==> src/design/i2bda_pkg.sv <==
`timescale 1ns / 1ps

package i2bda_pkg;

    // Defaults for the top-level parameters.
    localparam int LANES_DEFAULT      = 8;
    localparam int MAX_BLOCKS_DEFAULT = 4096;

    // Fixed field widths.
    localparam int CHUNK_BYTES = 8;
    localparam int DOT_W       = 18;
    localparam int CHUNK_W     = 5;
    localparam int CFG_INDEX_W = 2;
    localparam int CFG_DATA_W  = 13;

    localparam logic [1:0] WEIGHT_MASK = 2'h3;

    // Input item kinds.
    localparam logic [1:0] KIND_START = 2'd0;
    localparam logic [1:0] KIND_SCALE = 2'd1;
    localparam logic [1:0] KIND_CHUNK = 2'd2;

    // Configuration register indexes.
    localparam logic [CFG_INDEX_W-1:0] CFG_BLOCK_LEN_SEL = 2'd0;
    localparam logic [CFG_INDEX_W-1:0] CFG_BLOCK_COUNT   = 2'd1;
    localparam logic [CFG_INDEX_W-1:0] CFG_BIAS_ENABLE   = 2'd2;

    // Block length selector codes.
    localparam logic [1:0] LEN_SEL_32 = 2'd0;
    localparam logic [1:0] LEN_SEL_64 = 2'd1;

    // Floating-point unit operations.
    localparam logic FOP_MUL = 1'b0;
    localparam logic FOP_ADD = 1'b1;

    // Operand selections for one step of a block fold.
    localparam logic [1:0] SEL_SCALE = 2'd0;
    localparam logic [1:0] SEL_TERM  = 2'd1;
    localparam logic [1:0] SEL_ACC   = 2'd2;
    localparam logic [1:0] SEL_CORR  = 2'd3;

    typedef struct packed {
        logic       accept;
        logic       fpu_en;
        logic [1:0] fpu_sel;
        logic       acc_load;
        logic       blk_finish;
    } i2bda_cmd_t;

    typedef struct packed {
        logic fold_start;
        logic last_block;
        logic out_valid;
    } i2bda_stat_t;

endpackage

==> src/design/i2bda_fpu.sv <==
`timescale 1ns / 1ps

module i2bda_fpu
    import i2bda_pkg::*;
(
    input  logic        clk,
    input  logic        en,
    input  logic        op,
    input  logic [31:0] a,
    input  logic [31:0] b,
    output logic [31:0] result_reg
);

    localparam logic [31:0] DEFAULT_NAN = 32'hFFC0_0000;
    localparam logic [31:0] QUIET_BIT   = 32'h0040_0000;

    logic [31:0] result_next;

    function automatic logic [5:0] lzc48(input logic [47:0] v);
        logic [5:0] n;
        logic       found;
        n = 6'd48;
        found = 1'b0;
        for (int i = 47; i >= 0; i--) begin
            if (!found && v[i]) begin
                n = 6'(47 - i);
                found = 1'b1;
            end
        end
        return n;
    endfunction

    function automatic logic [4:0] lzc27(input logic [26:0] v);
        logic [4:0] n;
        logic       found;
        n = 5'd27;
        found = 1'b0;
        for (int i = 26; i >= 0; i--) begin
            if (!found && v[i]) begin
                n = 5'(26 - i);
                found = 1'b1;
            end
        end
        return n;
    endfunction

    // The mantissa carries the leading one at bit 26, then 23 fraction bits,
    // then guard, round and sticky.
    function automatic logic [31:0] round_pack(input logic s, input logic signed [10:0] e,
                                               input logic [26:0] m);
        logic [26:0] mm;
        logic [10:0] sh;
        logic [26:0] lost_mask;
        logic [7:0]  ex;
        logic        inc;
        logic [30:0] body;
        if (e >= 11'sd255) begin
            return {s, 8'hFF, 23'd0};
        end
        if (e <= 11'sd0) begin
            sh = 11'(11'sd1 - e);
            if (sh >= 11'd27) begin
                mm = {26'd0, |m};
            end else begin
                lost_mask = ~(27'h7FF_FFFF << sh[4:0]);
                mm = (m >> sh[4:0]) | {26'd0, |(m & lost_mask)};
            end
            ex = 8'd0;
        end else begin
            mm = m;
            ex = e[7:0];
        end
        inc = mm[2] & (mm[1] | mm[0] | mm[3]);
        body = {ex, mm[25:3]} + {30'd0, inc};
        return {s, body};
    endfunction

    function automatic logic [31:0] fmul(input logic [31:0] x, input logic [31:0] y);
        logic               s;
        logic               x_nan, y_nan, x_inf, y_inf, x_zero, y_zero;
        logic [23:0]        mx, my;
        logic [47:0]        p, pn;
        logic [5:0]         lz;
        logic signed [10:0] e;
        s      = x[31] ^ y[31];
        x_nan  = (x[30:23] == 8'hFF) && (x[22:0] != 23'd0);
        y_nan  = (y[30:23] == 8'hFF) && (y[22:0] != 23'd0);
        x_inf  = (x[30:23] == 8'hFF) && (x[22:0] == 23'd0);
        y_inf  = (y[30:23] == 8'hFF) && (y[22:0] == 23'd0);
        x_zero = (x[30:0] == 31'd0);
        y_zero = (y[30:0] == 31'd0);
        if (x_nan) return x | QUIET_BIT;
        if (y_nan) return y | QUIET_BIT;
        if ((x_inf && y_zero) || (y_inf && x_zero)) return DEFAULT_NAN;
        if (x_inf || y_inf) return {s, 8'hFF, 23'd0};
        if (x_zero || y_zero) return {s, 31'd0};
        mx = {x[30:23] != 8'd0, x[22:0]};
        my = {y[30:23] != 8'd0, y[22:0]};
        p  = {24'd0, mx} * {24'd0, my};
        lz = lzc48(p);
        pn = p << lz;
        e  = $signed({3'd0, (x[30:23] == 8'd0) ? 8'd1 : x[30:23]})
           + $signed({3'd0, (y[30:23] == 8'd0) ? 8'd1 : y[30:23]})
           - 11'sd126 - $signed({5'd0, lz});
        return round_pack(s, e, {pn[47:22], |pn[21:0]});
    endfunction

    function automatic logic [31:0] fadd(input logic [31:0] x, input logic [31:0] y);
        logic               x_nan, y_nan, x_inf, y_inf, swap;
        logic               s1, s2, eff_sub;
        logic [7:0]         e1, e2, d;
        logic [23:0]        m1, m2;
        logic [26:0]        m1x, m2x, m2w, lost_mask, m;
        logic [27:0]        sum;
        logic [4:0]         lz;
        logic signed [10:0] e;
        x_nan = (x[30:23] == 8'hFF) && (x[22:0] != 23'd0);
        y_nan = (y[30:23] == 8'hFF) && (y[22:0] != 23'd0);
        x_inf = (x[30:23] == 8'hFF) && (x[22:0] == 23'd0);
        y_inf = (y[30:23] == 8'hFF) && (y[22:0] == 23'd0);
        if (x_nan) return x | QUIET_BIT;
        if (y_nan) return y | QUIET_BIT;
        if (x_inf && y_inf && (x[31] != y[31])) return DEFAULT_NAN;
        if (x_inf) return x;
        if (y_inf) return y;
        swap = (y[30:0] > x[30:0]);
        s1 = swap ? y[31] : x[31];
        s2 = swap ? x[31] : y[31];
        e1 = swap ? y[30:23] : x[30:23];
        e2 = swap ? x[30:23] : y[30:23];
        m1 = swap ? {y[30:23] != 8'd0, y[22:0]} : {x[30:23] != 8'd0, x[22:0]};
        m2 = swap ? {x[30:23] != 8'd0, x[22:0]} : {y[30:23] != 8'd0, y[22:0]};
        if (e1 == 8'd0) e1 = 8'd1;
        if (e2 == 8'd0) e2 = 8'd1;
        d   = e1 - e2;
        m1x = {m1, 3'd0};
        m2w = {m2, 3'd0};
        if (d >= 8'd27) begin
            m2x = {26'd0, m2 != 24'd0};
        end else begin
            lost_mask = ~(27'h7FF_FFFF << d[4:0]);
            m2x = (m2w >> d[4:0]) | {26'd0, |(m2w & lost_mask)};
        end
        eff_sub = s1 ^ s2;
        sum = eff_sub ? ({1'b0, m1x} - {1'b0, m2x}) : ({1'b0, m1x} + {1'b0, m2x});
        if (sum == 28'd0) return {eff_sub ? 1'b0 : s1, 31'd0};
        if (sum[27]) begin
            m = {sum[27:2], sum[1] | sum[0]};
            e = $signed({3'd0, e1}) + 11'sd1;
        end else begin
            lz = lzc27(sum[26:0]);
            m  = sum[26:0] << lz;
            e  = $signed({3'd0, e1}) - $signed({6'd0, lz});
        end
        return round_pack(s1, e, m);
    endfunction

    always_comb
    begin
        if (op == FOP_ADD) begin
            result_next = fadd(a, b);
        end else begin
            result_next = fmul(a, b);
        end
    end

    always_ff @(posedge clk)
    begin
        if (en) begin
            result_reg <= result_next;
        end
    end

endmodule

==> src/design/i2bda_datapath.sv <==
`timescale 1ns / 1ps

module i2bda_datapath
    import i2bda_pkg::*;
#(
    parameter int LANES      = LANES_DEFAULT,
    parameter int MAX_BLOCKS = MAX_BLOCKS_DEFAULT
)
(
    input  logic                   clk,
    input  logic                   rst_n,
    input  i2bda_cmd_t             cmd,
    output i2bda_stat_t            stat,
    input  logic                   cfg_we,
    input  logic [CFG_INDEX_W-1:0] cfg_index,
    input  logic [CFG_DATA_W-1:0]  cfg_data,
    input  logic [1:0]             kind,
    input  logic [31:0]            bias_value,
    input  logic [31:0]            a_scale,
    input  logic [31:0]            b_scale,
    input  logic [31:0]            a_blksum,
    input  logic [31:0]            b_blksum,
    input  logic [63:0]            a_bytes,
    input  logic [63:0]            b_packed,
    input  logic                   out_ready,
    output logic [31:0]            c_value,
    output logic                   out_valid
);

    // At least two bits, since the low two bits pick the weight field.
    localparam int BLK_W   = (MAX_BLOCKS > 4) ? $clog2(MAX_BLOCKS) : 2;
    localparam int CPB_32  = (32 / LANES == 0) ? 1 : 32 / LANES;
    localparam int CPB_64  = (64 / LANES == 0) ? 1 : 64 / LANES;
    localparam int CPB_128 = (128 / LANES == 0) ? 1 : 128 / LANES;

    logic [1:0]            len_sel_reg;
    logic [CFG_DATA_W-1:0] blk_count_reg;
    logic                  bias_en_reg;

    logic [31:0]           acc_reg;
    logic [DOT_W-1:0]      dot_reg;
    logic [CHUNK_W-1:0]    chunk_reg;
    logic [BLK_W-1:0]      blk_reg;
    logic                  finished_reg;
    logic [31:0]           scale_reg [4];
    logic [31:0]           c_value_reg;
    logic                  out_valid_reg;

    logic [DOT_W-1:0]      chunk_sum;
    logic [DOT_W-1:0]      dot_next;
    logic [CHUNK_W-1:0]    chunk_next;
    logic [7:0]            cpb;
    logic [17:0]           blk_eff;
    logic                  is_chunk;

    logic                  fpu_op;
    logic [31:0]           fpu_a;
    logic [31:0]           fpu_b;
    logic [31:0]           fpu_res;

    function automatic logic [31:0] int_to_float(input logic [DOT_W-1:0] v);
        logic             s;
        logic [DOT_W-1:0] mag;
        logic [DOT_W-1:0] n;
        logic [4:0]       lz;
        logic             found;
        logic [7:0]       ex;
        s = v[DOT_W-1];
        mag = s ? (~v + 1'b1) : v;
        lz = 5'd0;
        found = 1'b0;
        for (int i = DOT_W - 1; i >= 0; i--) begin
            if (!found && mag[i]) begin
                lz = 5'(DOT_W - 1 - i);
                found = 1'b1;
            end
        end
        if (!found) return 32'd0;
        n = mag << lz;
        ex = 8'(127 + DOT_W - 1) - {3'd0, lz};
        return {s, ex, n[DOT_W-2:0], (23 - (DOT_W - 1))'(0)};
    endfunction

    // Integer dot of one chunk: each lane multiplies a signed byte by a 2-bit weight.
    always_comb
    begin
        logic signed [7:0]  av;
        logic [7:0]         bb;
        logic [1:0]         w;
        logic signed [10:0] prod;
        chunk_sum = '0;
        for (int i = 0; i < LANES; i++) begin
            av = $signed(a_bytes[8 * (i % CHUNK_BYTES) +: 8]);
            bb = b_packed[8 * (i % CHUNK_BYTES) +: 8];
            w  = bb[2 * blk_reg[1:0] +: 2] & WEIGHT_MASK;
            prod = av * $signed({1'b0, w});
            chunk_sum = chunk_sum + DOT_W'(prod);
        end
    end

    always_comb
    begin
        case (len_sel_reg)
            LEN_SEL_32: cpb = 8'(CPB_32);
            LEN_SEL_64: cpb = 8'(CPB_64);
            default:    cpb = 8'(CPB_128);
        endcase
        if (blk_count_reg == '0) begin
            blk_eff = 18'd1;
        end else if (18'(blk_count_reg) > 18'(MAX_BLOCKS)) begin
            blk_eff = 18'(MAX_BLOCKS);
        end else begin
            blk_eff = 18'(blk_count_reg);
        end
    end

    assign dot_next        = dot_reg + chunk_sum;
    assign chunk_next      = chunk_reg + 1'b1;
    assign is_chunk        = (kind == KIND_CHUNK) && !finished_reg;
    assign stat.fold_start = is_chunk && (8'(chunk_next) >= cpb);
    assign stat.last_block = (18'(blk_reg) + 18'd1) >= blk_eff;
    assign stat.out_valid  = out_valid_reg;

    always_comb
    begin
        fpu_op = FOP_MUL;
        case (cmd.fpu_sel)
            SEL_SCALE:
            begin
                fpu_a = scale_reg[0];
                fpu_b = scale_reg[1];
            end
            SEL_TERM:
            begin
                fpu_a = fpu_res;
                fpu_b = int_to_float(dot_reg);
            end
            SEL_ACC:
            begin
                fpu_op = FOP_ADD;
                fpu_a  = acc_reg;
                fpu_b  = fpu_res;
            end
            default:
            begin
                fpu_a = scale_reg[2];
                fpu_b = scale_reg[3];
            end
        endcase
    end

    i2bda_fpu u_fpu (
        .clk        (clk),
        .en         (cmd.fpu_en),
        .op         (fpu_op),
        .a          (fpu_a),
        .b          (fpu_b),
        .result_reg (fpu_res)
    );

    always_ff @(posedge clk or negedge rst_n)
    begin
        if (!rst_n) begin
            len_sel_reg   <= LEN_SEL_64;
            blk_count_reg <= CFG_DATA_W'(1);
            bias_en_reg   <= 1'b0;
        end else if (cfg_we) begin
            case (cfg_index)
                CFG_BLOCK_LEN_SEL: len_sel_reg   <= cfg_data[1:0];
                CFG_BLOCK_COUNT:   blk_count_reg <= cfg_data;
                CFG_BIAS_ENABLE:   bias_en_reg   <= cfg_data[0];
                default:           ;
            endcase
        end
    end

    always_ff @(posedge clk or negedge rst_n)
    begin
        if (!rst_n) begin
            acc_reg       <= '0;
            dot_reg       <= '0;
            chunk_reg     <= '0;
            blk_reg       <= '0;
            finished_reg  <= 1'b0;
            out_valid_reg <= 1'b0;
        end else begin
            if (out_valid_reg && out_ready) begin
                out_valid_reg <= 1'b0;
            end
            if (cmd.accept) begin
                if (kind == KIND_START) begin
                    acc_reg      <= bias_en_reg ? bias_value : 32'd0;
                    dot_reg      <= '0;
                    chunk_reg    <= '0;
                    blk_reg      <= '0;
                    finished_reg <= 1'b0;
                end else if (is_chunk) begin
                    dot_reg   <= dot_next;
                    chunk_reg <= chunk_next;
                end
            end
            if (cmd.acc_load) begin
                acc_reg <= fpu_res;
            end
            if (cmd.blk_finish) begin
                dot_reg   <= '0;
                chunk_reg <= '0;
                if (stat.last_block) begin
                    blk_reg       <= '0;
                    finished_reg  <= 1'b1;
                    out_valid_reg <= 1'b1;
                end else begin
                    blk_reg <= blk_reg + 1'b1;
                end
            end
        end
    end

    always_ff @(posedge clk)
    begin
        if (cmd.accept && (kind == KIND_SCALE)) begin
            scale_reg[0] <= a_scale;
            scale_reg[1] <= b_scale;
            scale_reg[2] <= a_blksum;
            scale_reg[3] <= b_blksum;
        end
        if (cmd.blk_finish && stat.last_block) begin
            c_value_reg <= fpu_res;
        end
    end

    assign c_value   = c_value_reg;
    assign out_valid = out_valid_reg;

endmodule

==> src/design/i2bda_ctrl.sv <==
`timescale 1ns / 1ps

module i2bda_ctrl
    import i2bda_pkg::*;
(
    input  logic        clk,
    input  logic        rst_n,
    input  logic        in_valid,
    output logic        in_ready,
    input  logic        out_ready,
    input  i2bda_stat_t stat,
    output i2bda_cmd_t  cmd
);

    localparam logic [2:0] S_IDLE = 3'd0;
    localparam logic [2:0] S_F1   = 3'd1;
    localparam logic [2:0] S_F2   = 3'd2;
    localparam logic [2:0] S_F3   = 3'd3;
    localparam logic [2:0] S_F4   = 3'd4;
    localparam logic [2:0] S_F5   = 3'd5;
    localparam logic [2:0] S_F6   = 3'd6;

    logic [2:0] state_reg;
    logic [2:0] state_next;
    logic       out_blocked;

    // The final fold cannot retire while an earlier result is still unread.
    assign out_blocked = stat.last_block && stat.out_valid && !out_ready;

    always_comb
    begin
        state_next     = state_reg;
        in_ready       = 1'b0;
        cmd.accept     = 1'b0;
        cmd.fpu_en     = 1'b0;
        cmd.fpu_sel    = SEL_SCALE;
        cmd.acc_load   = 1'b0;
        cmd.blk_finish = 1'b0;
        case (state_reg)
            S_IDLE:
            begin
                in_ready   = 1'b1;
                cmd.accept = in_valid;
                if (in_valid && stat.fold_start) begin
                    state_next = S_F1;
                end
            end
            S_F1:
            begin
                cmd.fpu_en  = 1'b1;
                cmd.fpu_sel = SEL_SCALE;
                state_next  = S_F2;
            end
            S_F2:
            begin
                cmd.fpu_en  = 1'b1;
                cmd.fpu_sel = SEL_TERM;
                state_next  = S_F3;
            end
            S_F3:
            begin
                cmd.fpu_en  = 1'b1;
                cmd.fpu_sel = SEL_ACC;
                state_next  = S_F4;
            end
            S_F4:
            begin
                cmd.acc_load = 1'b1;
                cmd.fpu_en   = 1'b1;
                cmd.fpu_sel  = SEL_CORR;
                state_next   = S_F5;
            end
            S_F5:
            begin
                cmd.fpu_en  = 1'b1;
                cmd.fpu_sel = SEL_ACC;
                state_next  = S_F6;
            end
            S_F6:
            begin
                cmd.acc_load = 1'b1;
                if (!out_blocked) begin
                    cmd.blk_finish = 1'b1;
                    state_next     = S_IDLE;
                end
            end
            default:
            begin
                state_next = S_IDLE;
            end
        endcase
    end

    always_ff @(posedge clk or negedge rst_n)
    begin
        if (!rst_n) begin
            state_reg <= S_IDLE;
        end else begin
            state_reg <= state_next;
        end
    end

`ifndef SYNTHESIS
    a_fold_enters: assert property (@(posedge clk) disable iff (!rst_n)
        (cmd.accept && stat.fold_start) |=> (state_reg == S_F1))
        else $error("block fold did not start after its last chunk");

    a_retire_free: assert property (@(posedge clk) disable iff (!rst_n)
        (state_reg == S_F6 && !stat.out_valid) |=> (state_reg == S_IDLE))
        else $error("fold retire stalled with an empty output register");

    a_no_fpu_idle: assert property (@(posedge clk) disable iff (!rst_n)
        cmd.fpu_en |-> (state_reg != S_IDLE && !in_ready))
        else $error("floating-point unit issued while taking input");
`endif

endmodule

==> src/design/int2_int8_block_dot_accumulator.sv <==
`timescale 1ns / 1ps

// Block-quantized int2 x int8 dot accumulator producing one float32 element of a
// GEMM. A start transaction loads the accumulator with the bias (or +0.0 when
// bias_enable is clear) and clears the counters, a scale transaction latches the
// four block scale values, and each data chunk transaction adds LANES signed
// activation bytes times 2-bit unsigned weights into the integer block dot. Start,
// scale and ordinary chunk transactions are accepted back to back. The chunk that
// completes a block triggers a fold that runs five steps through one shared
// single-precision multiply/add unit (scale product, scaled dot, accumulate,
// correction product, accumulate), all rounded to nearest even with no fused
// operations, and in_ready stays low until the fold retires. After block_count
// blocks the accumulator is presented on c_value; the fold of the final block
// waits if the previous result has not yet been taken. Configuration writes are
// always accepted and must only be issued while the block is idle.
module int2_int8_block_dot_accumulator
    import i2bda_pkg::*;
#(
    parameter int LANES      = LANES_DEFAULT,
    parameter int MAX_BLOCKS = MAX_BLOCKS_DEFAULT
)
(
    input  logic                   clk,
    input  logic                   rst_n,
    input  logic                   cfg_valid,
    output logic                   cfg_ready,
    input  logic [CFG_INDEX_W-1:0] cfg_index,
    input  logic [CFG_DATA_W-1:0]  cfg_data,
    input  logic                   in_valid,
    output logic                   in_ready,
    input  logic [1:0]             kind,
    input  logic [31:0]            bias_value,
    input  logic [31:0]            a_scale,
    input  logic [31:0]            b_scale,
    input  logic [31:0]            a_blksum,
    input  logic [31:0]            b_blksum,
    input  logic [63:0]            a_bytes,
    input  logic [63:0]            b_packed,
    output logic                   out_valid,
    input  logic                   out_ready,
    output logic [31:0]            c_value
);

    i2bda_cmd_t  cmd;
    i2bda_stat_t stat;

    // Register writes never stall.
    assign cfg_ready = 1'b1;

    i2bda_ctrl u_ctrl (
        .clk       (clk),
        .rst_n     (rst_n),
        .in_valid  (in_valid),
        .in_ready  (in_ready),
        .out_ready (out_ready),
        .stat      (stat),
        .cmd       (cmd)
    );

    i2bda_datapath #(
        .LANES      (LANES),
        .MAX_BLOCKS (MAX_BLOCKS)
    ) u_datapath (
        .clk        (clk),
        .rst_n      (rst_n),
        .cmd        (cmd),
        .stat       (stat),
        .cfg_we     (cfg_valid & cfg_ready),
        .cfg_index  (cfg_index),
        .cfg_data   (cfg_data),
        .kind       (kind),
        .bias_value (bias_value),
        .a_scale    (a_scale),
        .b_scale    (b_scale),
        .a_blksum   (a_blksum),
        .b_blksum   (b_blksum),
        .a_bytes    (a_bytes),
        .b_packed   (b_packed),
        .out_ready  (out_ready),
        .c_value    (c_value),
        .out_valid  (out_valid)
    );

endmodule
==> config.mk <==
export PLATFORM = sky130hd
export DESIGN_NAME = int2_int8_block_dot_accumulator
export DESIGN_NICKNAME = d
export VERILOG_FILES = /design/src/design/i2bda_pkg.sv /design/src/design/i2bda_fpu.sv /design/src/design/i2bda_datapath.sv /design/src/design/i2bda_ctrl.sv /design/src/design/int2_int8_block_dot_accumulator.sv
export SDC_FILE = /design/constraint.sdc
export NUM_CORES = 2
export LEC_CHECK = 0
export BUFFER_PORTS_ARGS = -buffer_cell sky130_fd_sc_hd__buf_2
export CAP_MARGIN = 20
export CELL_PAD_IN_SITES_DETAIL_PLACEMENT = 1
export CELL_PAD_IN_SITES_GLOBAL_PLACEMENT = 1
export CORE_ASPECT_RATIO = 0.5
export CORE_UTILIZATION = 40
export CTS_BUF_LIST = sky130_fd_sc_hd__clkbuf_8
export DETAILED_ROUTE_END_ITERATION = 6
export GPL_ROUTABILITY_DRIVEN = 0
export MAX_ROUTING_LAYER = met4
export PLACE_DENSITY = 0.71
export SYNTH_ARGS = -nofsm -noshare
export SYNTH_HDL_FRONTEND = slang
export SYNTH_HIERARCHICAL = 1
export SYNTH_SLANG_ARGS = --single-unit
==> constraint.sdc <==
create_clock -name clk -period 29 [get_ports clk]
set_input_delay 5.8 -clock clk [delete_from_list [all_inputs] [get_ports clk]]
set_output_delay 5.8 -clock clk [all_outputs]
set_load 0.02 [all_outputs]
==> results.md <==
- Outcome: finished with violations
- Failing checks: design-rule violations
- Worst-margin pin slew: 1330 ps
- Cell count after synthesis: 8021
- Detailed Route WL: 294000 microns
- Crit path time final: 25670 ps
- # rows: 104
- Setup Buffers After CTS: 0
- Root buf cell: clkbuf_8
- Largest net degree at the start of global routing: 78
- Fin crit share: 88.5%
- Crit path DAT: 26100 ps
- Met3 wire len: 34100 microns
- Worst Setup End Kind: flip-flop
- Clk pin slew, worst setup/hold paths: 70 ps
- First-pass GRT wire length: 439000 microns
- Max incr delay on CP: 730 ps
- Vias per inst: 6.45
- PortBufs: 343
- Clk Latency, worst-skew pair: 600 ps
- Max_cap viols: 0
- Syn avg cell area: 8.13 sq um
- Sink of the worst hold path: u_datapath/finished_reg
- Initial drt markers: 7730
- Num CTS Buffers: 45
- Initial antenna violation count: 21
- CP most frequent cell: inv_1
- Synth Area in XOR/XNOR: 2.31%
- Yosys reg bits: 280
- Routed length per instance: 28.5 microns
- Starting Density: 40.4%
- CTS tree: done
- RSZ-0062 raised after global routing: false
- Slowest-stage cell, CP: o21ai_1
- Die footprint: 165000 sq um
- Mux cell area share after synthesis: 7.14%
- Antenna Nets Post-Route: 0
- # DRC: 80
- I/O pins: 345
- Synth Area in Compound Gates: 20.6%
- Sequential fraction of the synthesis area: 12.2%
- Async SR Flop Fraction: 31.4%
- GRT Residual Overflow: 0
- Worst r2r src: u_datapath/dot_reg[0]
- Hold-fix buffers, CTS: 0
- # H-tree levels: 2
- Dominant synthesized flop cell: edfxtp_1
- Clock Sink Count: 280
- WP data required: 29430 ps
- Vias in the first global route: 66.7k
- NumNets Final: 9471
- Max layer used: met4
- Slew Limit Fails: 0
- Largest family of logic cells by synthesized area: adder cells
- Post-Route M1 WL: 120000 microns
- Post-CTS resize count: 0
- Hold Path Depth: 2
- Drt first pass iters: 7
- Cell area after synthesis: 65200 sq um
- Setup Skew: 19.8 ps
- Crit Path Max Fanout: 53
- Layout cell share with drive strength beyond 1: 11.6%
- Met2 WL: 126000 microns
- Setup TNS: 0 ps
- Setup violators final: 0
- Fin. Hold Viols: 0
- P&R area growth vs syn: 7.45%
- Ys Warns: 6
- DP Wirelength: 228000 microns
- Die width: 573 microns
- Post-Synth Adder-Cell Area: 28.4%
- Slew HR: 11.6%
- EDFF count, synth: 192
- Simple-gate share of the synthesized area: 20.0%
- Startpoint Class: flip-flop
- Flip-flop count of the largest register after layout: 128
- Setup Crit Path Kind: reg -> reg
- Hold_sp: u_datapath/finished_reg
- RR Endpoint: u_datapath/u_fpu/result_reg[28]
- Core area: 161000 sq um
- Top achievable clock speed: 0.0390 GHz
- Chip Height: 287 microns
- Synth Net Count: 9423
- Tot GR Track Use: 36.0%
- Hold Path Class: reg -> reg
- Post-synth cell types: 140
- Worst Reg-to-Reg Cells: 82
- Vias: 66.5k
- Worst R2R Setup Slack: 3330 ps
- CTS Buffer Depth: 3
critical path, delay by kind of cell (launching register included):
family	cells	cell delay, ps
and+or+nand+nor	29	9100
AOI/OAI and AO/OA	24	7440
DFF	1	590
adders and majority gates	8	2740
buffers and inverters	14	3490
xor gates and xnor gates	2	370
muxes	5	1640
layout make-up:
class	instances	area, sq um
Fill cell	19600	91300
Multi-Input combinational cell	6182	51500
Sequential cell	280	7970
Inverter	1064	4000
Timing Repair Buffer	496	2890
Tap cell	2173	2720
Clock buffer	59	812
Clock inverter	24	123
Antenna cell	23	57.6
metal layers:
layer / vias up / GRT usage [%]
li1: 28200 / -
met1: 33500 / 47.5
met2: 3986 / 53.4
met3: 829 / 8.55
met4: 0 / 13.7
met5: - / -
worst max path at each step:
| stage | from | to | slack [ps] | cells past startpoint |
|---|---|---|---|---|
| floorplan | u_datapath/dot_reg[0] | u_datapath/u_fpu/result_reg[28] | 7150 | 92 |
| global placement | u_datapath/dot_reg[0] | u_datapath/u_fpu/result_reg[28] | 4240 | 80 |
| global route | u_datapath/dot_reg[0] | u_datapath/u_fpu/result_reg[28] | 1980 | 81 |
| detailed placement | u_datapath/dot_reg[0] | u_datapath/u_fpu/result_reg[28] | 3430 | 80 |
| CTS | u_datapath/dot_reg[0] | u_datapath/u_fpu/result_reg[28] | 3270 | 80 |
| finish | u_datapath/dot_reg[0] | u_datapath/u_fpu/result_reg[28] | 3330 | 82 |
layout by cell type (no fill, tap or decap), types with 51 or more instances in the layout:
cell type	n
nand4_1	97
a21oi_1	403
and3_1	85
fa_1	644
o31ai_1	60
edfxtp_1	192
o21a_1	54
inv_1	1059
nand2b_1	51
a211oi_1	99
a21o_1	90
mux2i_1	167
o21ai_0	338
dfrtp_1	86
buf_4	151
and2_1	347
mux2_2	68
a221oi_1	57
nor2_1	496
ha_1	445
mux4_2	93
clkbuf_8	59
a31oi_1	84
buf_2	342
or3_1	67
xnor2_1	122
o22ai_1	72
nand3_1	160
nor3_1	188
o211ai_1	74
nand2_1	914
synthesized netlist by cell type (68+ instances only):
library cell,n,area (sq um)
a211oi_1,100,751
a21o_1,91,683
a21oi_1,411,2060
a31oi_1,87,544
and2_1,347,2170
and3_1,85,532
clkbuf_1,380,1430
dfrtp_1,86,2150
edfxtp_1,192,5770
fa_1,645,12900
ha_1,447,5590
inv_1,1048,3930
mux2_2,68,766
mux2i_1,167,1670
mux4_2,93,2090
nand2_1,916,3440
nand3_1,160,801
nand4_1,97,607
nor2_1,499,1870
nor3_1,189,946
o211ai_1,74,556
o21ai_0,338,1690
o22ai_1,72,450
xnor2_1,123,1080
kinds of logic after synthesis:
group | after synthesis
compound gates | 1927
other cells | 1
mux | 337
xor+xnor | 172
simple gates | 2653
flops | 280
buf+inv | 1559
fa+ha+maj | 1092
through the flow:
step	util (%)	setup slack, ps	area, sq um	std cells	hold WS, ps
floorplan	-	7150	65200	8021	461
global placement	42.8	4240	69000	10200	490
detailed placement	42.8	3430	69000	10200	501
CTS	43.3	3270	69900	10300	528
global route	43.4	1980	70100	10300	560
finish	43.4	3330	70100	10300	528
Power is not shown: default switching activity piles up to over one toggle a cycle in this logic, so the estimate is an artifact.
